### config.mk
export PLATFORM = sky130hd
export DESIGN_NAME = accel_velocity_integrator_zupt
export DESIGN_NICKNAME = d
export VERILOG_FILES = /design/src/rtl/avz_pkg.sv /design/src/rtl/avz_div.sv /design/src/rtl/accel_velocity_integrator_zupt.sv
export SDC_FILE = /design/constraint.sdc
export NUM_CORES = 2
export LEC_CHECK = 0
export BUFFER_PORTS_ARGS = -buffer_cell sky130_fd_sc_hd__buf_2
export CORE_MARGIN = 1.5
export CORE_UTILIZATION = 40
export CTS_CLUSTER_SIZE = 20
export DETAILED_ROUTE_END_ITERATION = 10
export HOLD_SLACK_MARGIN = 0.12
export PLACE_DENSITY_LB_ADDON = 0.15
export SLEW_MARGIN = 15
export SYNTH_ARGS = -nofsm -noshare
export SYNTH_HDL_FRONTEND = slang
export SYNTH_SLANG_ARGS = --single-unit
### constraint.sdc
create_clock -name clk -period 6.5 [get_ports clk]
set_input_delay 0.975 -clock clk [delete_from_list [all_inputs] [get_ports clk]]
set_output_delay 0.975 -clock clk [all_outputs]
set_load 0.005 [all_outputs]
### src/rtl/avz_pkg.sv
// ----------------------------------------------------------------------------
// avz_pkg - shared constants for the velocity integrator
// Field widths, fixed-point scale factors, divider sizing and register map.
// ----------------------------------------------------------------------------
`default_nettype none

package avz_pkg;

    // field widths
    localparam int SAMPLE_W     = 16;
    localparam int MS_W         = 10;
    localparam int VEL_W        = 40;
    localparam int DEAD_W       = 10;
    localparam int STILL_BAND_W = 12;
    localparam int STILL_LIM_W  = 10;
    localparam int SPEED_LIM_W  = 31;

    // configuration port
    localparam int CFG_IDX_W  = 2;
    localparam int CFG_DATA_W = 31;

    localparam logic [CFG_IDX_W-1:0] REG_DEAD_BAND   = 2'd0;
    localparam logic [CFG_IDX_W-1:0] REG_STILL_BAND  = 2'd1;
    localparam logic [CFG_IDX_W-1:0] REG_STILL_LIMIT = 2'd2;
    localparam logic [CFG_IDX_W-1:0] REG_SPEED_LIMIT = 2'd3;

    localparam logic [DEAD_W-1:0]      DEAD_BAND_RST   = 10'd77;
    localparam logic [STILL_BAND_W-1:0] STILL_BAND_RST = 12'd256;
    localparam logic [STILL_LIM_W-1:0] STILL_LIMIT_RST = 10'd100;
    localparam logic [SPEED_LIM_W-1:0] SPEED_LIMIT_RST = 31'd512000;

    // bias calibration
    localparam int CAL_SAMPLES = 100;
    localparam int CAL_CNT_W   = 7;
    localparam int CAL_SUM_W   = 24;
    localparam int CAL_HALF    = CAL_SAMPLES / 2;

    // accel = round(diff * 49 / 40), 1/256 m/s^2 per lsb
    localparam int DIFF_W     = SAMPLE_W + 1;
    localparam int ACCEL_NUM  = 49;
    localparam int ACCEL_DEN  = 40;
    localparam int ACCEL_HALF = ACCEL_DEN / 2;
    localparam int MAG_W      = 17;
    localparam int ACCEL_W    = MAG_W + 1;
    localparam int PROD_W     = ACCEL_W + MS_W + 1;

    // signed numerator ahead of the divider
    localparam int NUM_W = 24;

    // reciprocal divider: q = (n * ceil(2^RECIP_SHIFT / d)) >> RECIP_SHIFT,
    // exact for n below 2^DIV_W and any divisor below 2^(RECIP_SHIFT - DIV_W)
    localparam int DIV_W       = 22;
    localparam int RECIP_SHIFT = 29;
    localparam int RECIP_W     = 30;
    localparam int DIV_PROD_W  = DIV_W + RECIP_W;
    localparam int RECIP_ONE   = 1 << RECIP_SHIFT;

    localparam logic [RECIP_W-1:0] CAL_RECIP =
        RECIP_W'((RECIP_ONE + CAL_SAMPLES - 1) / CAL_SAMPLES);
    localparam logic [RECIP_W-1:0] ACCEL_RECIP =
        RECIP_W'((RECIP_ONE + ACCEL_DEN - 1) / ACCEL_DEN);

    // velocity saturation bounds
    localparam logic signed [VEL_W-1:0] VEL_MAX = {1'b0, {(VEL_W-1){1'b1}}};
    localparam logic signed [VEL_W-1:0] VEL_MIN = {1'b1, {(VEL_W-1){1'b0}}};

endpackage

`default_nettype wire

### src/rtl/avz_div.sv
// ----------------------------------------------------------------------------
// avz_div - multi-cycle unsigned divider
// Divides a DIV_W-bit dividend by a constant through its scaled reciprocal:
// the operands are registered, then one multiply; done pulses for one cycle
// as the product register is loaded, with the quotient valid.
// ----------------------------------------------------------------------------
`default_nettype none

module avz_div (
    input  wire logic                        clk,
    input  wire logic                        rst_n,
    input  wire logic                        start,
    input  wire logic [avz_pkg::DIV_W-1:0]   dividend,
    input  wire logic [avz_pkg::RECIP_W-1:0] recip,
    output logic                             done,
    output logic [avz_pkg::DIV_W-1:0]        quotient
);
    import avz_pkg::*;

    logic                  mul_go_reg;
    logic                  done_reg;
    logic [DIV_W-1:0]      op_reg;
    logic [RECIP_W-1:0]    recip_reg;
    logic [DIV_PROD_W-1:0] prod_reg;

    // operand capture, then the reciprocal multiply
    always_ff @(posedge clk or negedge rst_n)
    begin
        if (!rst_n)
        begin
            mul_go_reg <= 1'b0;
            done_reg   <= 1'b0;
            op_reg     <= '0;
            recip_reg  <= '0;
            prod_reg   <= '0;
        end
        else
        begin
            mul_go_reg <= start;
            done_reg   <= mul_go_reg;
            if (start)
            begin
                op_reg    <= dividend;
                recip_reg <= recip;
            end
            if (mul_go_reg)
            begin
                prod_reg <= DIV_PROD_W'(op_reg) * DIV_PROD_W'(recip_reg);
            end
        end
    end

    assign done     = done_reg;
    assign quotient = prod_reg[RECIP_SHIFT +: DIV_W];

endmodule

`default_nettype wire

### src/rtl/accel_velocity_integrator_zupt.sv
// ----------------------------------------------------------------------------
// accel_velocity_integrator_zupt - accelerometer velocity integrator with
// zero-velocity update
// Removes bias from X samples, scales to m/s^2, integrates into a saturating
// velocity and clears it after a run of stationary samples.
// ----------------------------------------------------------------------------
// Usage:
//   Input channel (in_valid/in_ready) carries accel_sample and elapsed_ms.
//   Output channel (out_valid/out_ready) returns one item per input item:
//   velocity, over_limit, calibrating and zeroed.
//   The first CAL_SAMPLES items after reset are averaged into the bias and
//   return the held velocity with calibrating set.
//   A calibration item goes from acceptance straight to the response step;
//   the last calibration item first runs the prep and divide steps, and a
//   normal item the scale, prep, divide, multiply and accumulate steps.
//   Only one item is in flight; in_ready rises at the edge that loads the
//   result into the output register, so a new item is taken only after that.
//   If the receiver stalls, the result waits in the output register and the
//   next item is still accepted and worked on; it waits to be loaded until
//   the previous result is taken.
//   Reset clears the bias, calibration, velocity and stationary count, and
//   loads the default register values. Configuration is written through
//   cfg_we/cfg_index/cfg_data while the block is idle; the user must keep
//   to that, as the block itself does not enforce it.
// ----------------------------------------------------------------------------
`default_nettype none

module accel_velocity_integrator_zupt (
    input  wire logic                                 clk,
    input  wire logic                                 rst_n,
    input  wire logic                                 cfg_we,
    input  wire logic [avz_pkg::CFG_IDX_W-1:0]        cfg_index,
    input  wire logic [avz_pkg::CFG_DATA_W-1:0]       cfg_data,
    input  wire logic                                 in_valid,
    output logic                                      in_ready,
    input  wire logic signed [avz_pkg::SAMPLE_W-1:0]  accel_sample,
    input  wire logic [avz_pkg::MS_W-1:0]             elapsed_ms,
    output logic                                      out_valid,
    input  wire logic                                 out_ready,
    output logic signed [avz_pkg::VEL_W-1:0]          velocity,
    output logic                                      over_limit,
    output logic                                      calibrating,
    output logic                                      zeroed
);
    import avz_pkg::*;

    typedef enum logic [2:0] {
        ST_IDLE,
        ST_SCALE,
        ST_PREP,
        ST_DIVIDE,
        ST_MUL,
        ST_ACCUM,
        ST_RESP
    } state_t;

    state_t state_reg, state_next;

    // configuration registers
    logic [DEAD_W-1:0]       dead_band_reg, dead_band_next;
    logic [STILL_BAND_W-1:0] still_band_reg, still_band_next;
    logic [STILL_LIM_W-1:0]  still_limit_reg, still_limit_next;
    logic [SPEED_LIM_W-1:0]  speed_limit_reg, speed_limit_next;

    // persistent state
    logic signed [SAMPLE_W-1:0]  bias_reg, bias_next;
    logic signed [CAL_SUM_W-1:0] cal_sum_reg, cal_sum_next;
    logic [CAL_CNT_W-1:0]        cal_count_reg, cal_count_next;
    logic signed [VEL_W-1:0]     speed_reg, speed_next;
    logic [STILL_LIM_W-1:0]      still_count_reg, still_count_next;

    // per-item working registers
    logic                        cal_mode_reg, cal_mode_next;
    logic [MS_W-1:0]             ms_reg, ms_next;
    logic signed [DIFF_W-1:0]    diff_reg, diff_next;
    logic signed [NUM_W-1:0]     num_reg, num_next;
    logic signed [ACCEL_W-1:0]   accel_reg, accel_next;
    logic [MAG_W-1:0]            mag_reg, mag_next;
    logic signed [PROD_W-1:0]    prod_reg, prod_next;
    logic                        zero_hit_reg, zero_hit_next;

    // output register
    logic                        out_valid_reg, out_valid_next;
    logic signed [VEL_W-1:0]     velocity_reg, velocity_next;
    logic                        over_limit_reg, over_limit_next;
    logic                        calibrating_reg, calibrating_next;
    logic                        zeroed_reg, zeroed_next;

    // divider hookup
    logic                        div_start;
    logic                        div_done;
    logic [DIV_W-1:0]            div_quotient;
    logic [DIV_W-1:0]            div_dividend;
    logic [RECIP_W-1:0]          div_recip;
    logic                        num_neg;
    logic [NUM_W-1:0]            num_mag;

    // combinational helpers
    logic signed [CAL_SUM_W-1:0] cal_sum_add;
    logic [CAL_CNT_W-1:0]        cal_count_inc;
    logic [MAG_W-1:0]            q_mag;
    logic signed [VEL_W:0]       vel_sum;
    logic signed [VEL_W-1:0]     vel_sat;
    logic                        stationary;
    logic [STILL_LIM_W-1:0]      still_new;
    logic [VEL_W-1:0]            speed_abs;
    logic                        speed_over;

    // dividend is |num| plus half the divisor for round half away from zero
    assign num_neg      = num_reg[NUM_W-1];
    assign num_mag      = num_neg ? NUM_W'(-num_reg) : NUM_W'(num_reg);
    assign div_recip    = cal_mode_reg ? CAL_RECIP : ACCEL_RECIP;
    assign div_dividend = DIV_W'(num_mag + (cal_mode_reg ? NUM_W'(CAL_HALF)
                                                         : NUM_W'(ACCEL_HALF)));

    avz_div u_div (
        .clk      (clk),
        .rst_n    (rst_n),
        .start    (div_start),
        .dividend (div_dividend),
        .recip    (div_recip),
        .done     (div_done),
        .quotient (div_quotient)
    );

    // over-limit compare on the settled velocity
    assign speed_abs  = speed_reg[VEL_W-1] ? VEL_W'(-speed_reg) : VEL_W'(speed_reg);
    assign speed_over = (speed_abs >= VEL_W'(speed_limit_reg));

    // sequencer and datapath next values
    always_comb
    begin
        state_next       = state_reg;
        dead_band_next   = dead_band_reg;
        still_band_next  = still_band_reg;
        still_limit_next = still_limit_reg;
        speed_limit_next = speed_limit_reg;
        bias_next        = bias_reg;
        cal_sum_next     = cal_sum_reg;
        cal_count_next   = cal_count_reg;
        speed_next       = speed_reg;
        still_count_next = still_count_reg;
        cal_mode_next    = cal_mode_reg;
        ms_next          = ms_reg;
        diff_next        = diff_reg;
        num_next         = num_reg;
        accel_next       = accel_reg;
        mag_next         = mag_reg;
        prod_next        = prod_reg;
        zero_hit_next    = zero_hit_reg;
        out_valid_next   = out_valid_reg;
        velocity_next    = velocity_reg;
        over_limit_next  = over_limit_reg;
        calibrating_next = calibrating_reg;
        zeroed_next      = zeroed_reg;
        div_start        = 1'b0;

        cal_sum_add   = cal_sum_reg + CAL_SUM_W'(accel_sample);
        cal_count_inc = cal_count_reg + 1'b1;
        q_mag         = div_quotient[MAG_W-1:0];
        vel_sum       = (VEL_W+1)'(speed_reg) + (VEL_W+1)'(prod_reg);
        vel_sat       = vel_sum[VEL_W-1:0];
        stationary    = (mag_reg < MAG_W'(still_band_reg));
        still_new     = stationary ? still_count_reg + 1'b1 : '0;

        // configuration writes
        if (cfg_we)
        begin
            unique case (cfg_index)
                REG_DEAD_BAND:   dead_band_next   = cfg_data[DEAD_W-1:0];
                REG_STILL_BAND:  still_band_next  = cfg_data[STILL_BAND_W-1:0];
                REG_STILL_LIMIT: still_limit_next = cfg_data[STILL_LIM_W-1:0];
                REG_SPEED_LIMIT: speed_limit_next = cfg_data[SPEED_LIM_W-1:0];
                default:         dead_band_next   = dead_band_reg;
            endcase
        end

        // result taken by receiver
        if (out_valid_reg && out_ready)
        begin
            out_valid_next = 1'b0;
        end

        unique case (state_reg)
            ST_IDLE:
            begin
                if (in_valid)
                begin
                    ms_next       = elapsed_ms;
                    zero_hit_next = 1'b0;
                    if (cal_count_reg < CAL_CNT_W'(CAL_SAMPLES))
                    begin
                        cal_mode_next  = 1'b1;
                        cal_sum_next   = cal_sum_add;
                        cal_count_next = cal_count_inc;
                        num_next       = NUM_W'(cal_sum_add);
                        if (cal_count_inc >= CAL_CNT_W'(CAL_SAMPLES))
                        begin
                            state_next = ST_PREP;
                        end
                        else
                        begin
                            state_next = ST_RESP;
                        end
                    end
                    else
                    begin
                        cal_mode_next = 1'b0;
                        diff_next     = DIFF_W'(accel_sample) - DIFF_W'(bias_reg);
                        state_next    = ST_SCALE;
                    end
                end
            end

            // diff * 49 in units of 1/40 of 1/256 m/s^2
            ST_SCALE:
            begin
                num_next   = NUM_W'(diff_reg) * $signed(NUM_W'(ACCEL_NUM));
                state_next = ST_PREP;
            end

            ST_PREP:
            begin
                div_start  = 1'b1;
                state_next = ST_DIVIDE;
            end

            // wait for the shared divider
            ST_DIVIDE:
            begin
                if (div_done)
                begin
                    if (cal_mode_reg)
                    begin
                        bias_next  = num_neg ? -div_quotient[SAMPLE_W-1:0]
                                             : div_quotient[SAMPLE_W-1:0];
                        state_next = ST_RESP;
                    end
                    else
                    begin
                        if (q_mag < MAG_W'(dead_band_reg))
                        begin
                            mag_next   = '0;
                            accel_next = '0;
                        end
                        else
                        begin
                            mag_next   = q_mag;
                            accel_next = num_neg ? -ACCEL_W'(q_mag) : ACCEL_W'(q_mag);
                        end
                        state_next = ST_MUL;
                    end
                end
            end

            // velocity step = accel * ms
            ST_MUL:
            begin
                prod_next  = PROD_W'(accel_reg) * PROD_W'($signed({1'b0, ms_reg}));
                state_next = ST_ACCUM;
            end

            // saturating integrate and stationary count
            ST_ACCUM:
            begin
                if (vel_sum[VEL_W] != vel_sum[VEL_W-1])
                begin
                    vel_sat = vel_sum[VEL_W] ? VEL_MIN : VEL_MAX;
                end
                if (still_new >= still_limit_reg)
                begin
                    speed_next       = '0;
                    still_count_next = '0;
                    zero_hit_next    = 1'b1;
                end
                else
                begin
                    speed_next       = vel_sat;
                    still_count_next = still_new;
                end
                state_next = ST_RESP;
            end

            // load the output register once it is free
            ST_RESP:
            begin
                if (!out_valid_reg || out_ready)
                begin
                    out_valid_next   = 1'b1;
                    velocity_next    = speed_reg;
                    over_limit_next  = !cal_mode_reg && speed_over;
                    calibrating_next = cal_mode_reg;
                    zeroed_next      = !cal_mode_reg && zero_hit_reg;
                    state_next       = ST_IDLE;
                end
            end

            default:
            begin
                state_next = ST_IDLE;
            end
        endcase
    end

    // state and registered outputs
    always_ff @(posedge clk or negedge rst_n)
    begin
        if (!rst_n)
        begin
            state_reg       <= ST_IDLE;
            dead_band_reg   <= DEAD_BAND_RST;
            still_band_reg  <= STILL_BAND_RST;
            still_limit_reg <= STILL_LIMIT_RST;
            speed_limit_reg <= SPEED_LIMIT_RST;
            bias_reg        <= '0;
            cal_sum_reg     <= '0;
            cal_count_reg   <= '0;
            speed_reg       <= '0;
            still_count_reg <= '0;
            cal_mode_reg    <= 1'b0;
            ms_reg          <= '0;
            diff_reg        <= '0;
            num_reg         <= '0;
            accel_reg       <= '0;
            mag_reg         <= '0;
            prod_reg        <= '0;
            zero_hit_reg    <= 1'b0;
            out_valid_reg   <= 1'b0;
            velocity_reg    <= '0;
            over_limit_reg  <= 1'b0;
            calibrating_reg <= 1'b0;
            zeroed_reg      <= 1'b0;
        end
        else
        begin
            state_reg       <= state_next;
            dead_band_reg   <= dead_band_next;
            still_band_reg  <= still_band_next;
            still_limit_reg <= still_limit_next;
            speed_limit_reg <= speed_limit_next;
            bias_reg        <= bias_next;
            cal_sum_reg     <= cal_sum_next;
            cal_count_reg   <= cal_count_next;
            speed_reg       <= speed_next;
            still_count_reg <= still_count_next;
            cal_mode_reg    <= cal_mode_next;
            ms_reg          <= ms_next;
            diff_reg        <= diff_next;
            num_reg         <= num_next;
            accel_reg       <= accel_next;
            mag_reg         <= mag_next;
            prod_reg        <= prod_next;
            zero_hit_reg    <= zero_hit_next;
            out_valid_reg   <= out_valid_next;
            velocity_reg    <= velocity_next;
            over_limit_reg  <= over_limit_next;
            calibrating_reg <= calibrating_next;
            zeroed_reg      <= zeroed_next;
        end
    end

    assign in_ready    = (state_reg == ST_IDLE);
    assign out_valid   = out_valid_reg;
    assign velocity    = velocity_reg;
    assign over_limit  = over_limit_reg;
    assign calibrating = calibrating_reg;
    assign zeroed      = zeroed_reg;

`ifndef SYNTH
    // one item in flight: ready drops right after an accept
    a_one_item: assert property (@(posedge clk) disable iff (!rst_n)
        in_valid && in_ready |=> !in_ready)
        else $error("input accepted while an item is in flight");

    // calibration results carry no flags
    a_cal_flags: assert property (@(posedge clk) disable iff (!rst_n)
        out_valid && calibrating |-> !over_limit && !zeroed)
        else $error("calibration item with flags set");

    // a zero-velocity update really clears the velocity
    a_zeroed_vel: assert property (@(posedge clk) disable iff (!rst_n)
        out_valid && zeroed |-> velocity == '0)
        else $error("zeroed item with nonzero velocity");

    // calibration count never runs past the sample total
    a_cal_count: assert property (@(posedge clk) disable iff (!rst_n)
        cal_count_reg <= CAL_CNT_W'(CAL_SAMPLES))
        else $error("calibration count overrun");

    // divider only started from its prep step, and finishes while waited on
    a_div_done: assert property (@(posedge clk) disable iff (!rst_n)
        div_done |-> state_reg == ST_DIVIDE)
        else $error("divider finished outside the divide step");
`endif

endmodule

`default_nettype wire

==> results.md <==
* Drt first-iter violations at 1689
* Initial Utilization at 40.5%
* Post-synth cell types at 81
* Port Buffers at 108
* Synth Area per Inst at 9.46 um^2
* Worst skew pair latency at around 0.6 ns
* Fin. Hold Viols at 0
* Num rows at 119
* Clock sinks at 366
* Layout area overhead at 15.5%
* Max Cap Viol at 0
* Status: finished with violations
* Main synth FF type: dfrtp_1
* Clock Path Buffers at 3
* Final Critical Period at 6.93 ns
* Routed Antenna Nets at 0
* Final GP Congestion at about 0.9
* EDFF count, synth at 0
* Total wire length at 122 mm
* Vias per cell at roughly 5
* RSZ-0062 raised after global routing: yes
* Worst Setup End Kind: flip-flop
* Ports at 109
* Synthesized net count at about 5600
* DRC violation count after routing at 0
* Post-synthesis instance total at 4525
* Hold WC Path Type: input pin to async pin
* Cts bufs inserted at between 40 and 50
* CTS tree: built
* Setup WS post-layout at -0.430 ns
* Final period util at 107%
* CP max FO at 6
* Layout cells sized above 1 at 17.2%
* Worst path top cell family by delay: adder cells
* CP required at between 6 and 7 ns
* Setup TNS at -4.85 ns
* Drt first pass iters at 5
* Total track usage at between 20 and 25%
* Remaining Overflow, GRT at 0
* Die Area at 109000 um^2
* Largest net degree at the start of global routing at 142
* Post-Syn Area at 42800 um^2
* Setup CP Type: flip-flop to flip-flop
* Slew Limit Fails at 0
* CP bufs+invs at 9
* Via count at 32000
* Slew headroom at approximately a quarter
* Clock skew at 0.0236 ns
* Initial antenna violation count at 3
* Violated checks: negative setup slack
* Fin nets at 5940
* Clk slew on worst S/H paths at 0.06 ns
* Drt wl/cell at 19.4 um
* Async SR Flop Fraction at 100%
* CTS root buf: clkbuf_16
* Slowest cell delay on critical path at 0.55 ns
* Worst-Margin Slew at 1.10 ns
* Hold buffer count at CTS at 0
* Yosys warning total at 0
* Core ar. at 106000 um^2
* # placed instances at a little over 6000
* Crit path top cell by count: fa_1
* DP HPWL at 101 mm
* Die Y at 330 um
* Global-route wire length before repair at 192 mm
* Non-filler cells, final at approximately 6300
* Fmax at around 140 MHz
* CP max-delay cell: fa_1
* H-Tree Depth at 2
* Worst setup SP type: flip-flop
* Seq/Total Area, Yosys at 21.4%
* Vias in the first global route at approximately 33000
* Flops & latches, synth at 366
* Die width at 330 um
* Crit path DAT at 7.41 ns
* Final setup violation count at 17
-- area by class of cell --
cell class | instances | area, um^2
Antenna cell | 2 | 5.00
Clock buffer | 65 | 1270
Clock inverter | 19 | 302
Fill cell | 10300 | 56300
Inverter | 834 | 3140
Multi-Input combinational cell | 3180 | 30700
Sequential cell | 366 | 9190
Tap cell | 1391 | 1740
Timing Repair Buffer | 413 | 3040
-- cells in the mapped netlist, drive strengths merged, types with 16 or more instances --
cell	instances	share of area [%]
inv	833	7.3
ha	531	16
fa	504	24
nand2	454	4.0
dfrtp	352	21
o21ai	263	3.1
nor2	148	1.3
and2	141	2.1
a21oi	131	1.5
clkbuf	129	1.2
xnor2	129	2.6
mux2	118	3.1
a21o	105	1.8
xor2	92	1.9
nand3	51	0.60
a31oi	42	0.61
nand2b	38	0.57
nor3	36	0.42
o31ai	32	0.56
nand4	25	0.37
a211oi	24	0.42
or3	24	0.38
and3	23	0.34
o21a	21	0.37
nor2b	20	0.29
o41ai	20	0.41
o21bai	19	0.33
buf	16	0.20
o211ai	16	0.28
-- worst paths after layout --
check	startpoint	endpoint	slack (ns)	cells after the start
setup / recovery	u_div.recip_reg[22]	u_div.prod_reg[35]	-0.43	28
max in group asynchronous	rst_n	u_div.op_reg[4]	4.74	2
hold reg to reg	cal_sum_reg[20]	cal_sum_reg[20]	0.48	2
min in group clk	cal_sum_reg[20]	cal_sum_reg[20]	0.48	2
setup reg to reg	u_div.recip_reg[22]	u_div.prod_reg[35]	-0.43	28
hold / removal	rst_n	speed_limit_reg[27]	0.38	1
-- cell families (layout without fill, tap and decap cells) --
kind of cell | count (synthesis) | after routing | synth area share, %
flip-flops | 366 | 366 | 21.4
multiplexers | 122 | 122 | 3.20
buffers and inverters | 979 | 1331 | 8.67
other | 0 | 2 | 0
XOR/XNOR | 221 | 221 | 4.52
AO/OA/AOI/OAI | 771 | 771 | 11.5
AND/OR/NAND/NOR | 1031 | 1031 | 11.6
adder cells (fa/ha/maj) | 1035 | 1035 | 39.1
-- per-layer routing --
layer,wire [um],global-route usage [%],part of all wire (%)
met1,62000,36.0,51
met2,51400,33.4,42
met3,6820,3.34,5.6
met4,1490,3.29,1.2
met5,0,0,0
-- timing repair --
action | 4_1_cts | 5_1_grt
gates cloned | 3 | 1
buffers inserted | 25 | 11
setup endpoints to repair | 17 | 19
pin swaps | 79 | 68
gates resized for setup | 111 | 88
-- cells in the final DEF (no fill, tap or decap), drive strengths merged, types with 12 or more instances in the layout --
master  Yosys  routed
o21ai     263     263
dfrtp     352     352
clkbuf    129      65
nor3       36      36
nor2      148     148
dfstp      14      14
or2        14      14
a21o      105     105
or3        24      24
xnor2     129     129
nand3b     12      12
o41ai      20      20
nand3      51      51
o21a       21      21
o21bai     19      19
o31ai      32      32
fa        504     504
nand2b     38      38
inv       833     836
ha        531     531
and2      141     141
and3       23      23
buf        16     412
a211oi     24      24
mux2      118     118
xor2       92      92
a31oi      42      42
nor2b      20      20
or4        14      14
nand2     454     454
o211ai     16      16
nand4      25      25
a21oi     131     131
-- metrics by stage --
step / setup slack, ns / utilization [%] / hold WS [ns] / area, um^2
6_report: -0.430 / 46.7 / 0.382 / 49400
5_1_grt: -0.624 / 46.7 / 0.414 / 49400
4_1_cts: -0.456 / 46.3 / 0.384 / 49000
3_5_place_dp: -0.737 / 44.3 / 0.468 / 46800
3_3_place_gp: -0.682 / 44.3 / 0.462 / 46800
2_1_floorplan: -0.00249 / - / 0.352 / 43000
Power is not shown: default switching activity piles up to over one toggle a cycle in this logic, so the estimate is an artifact.
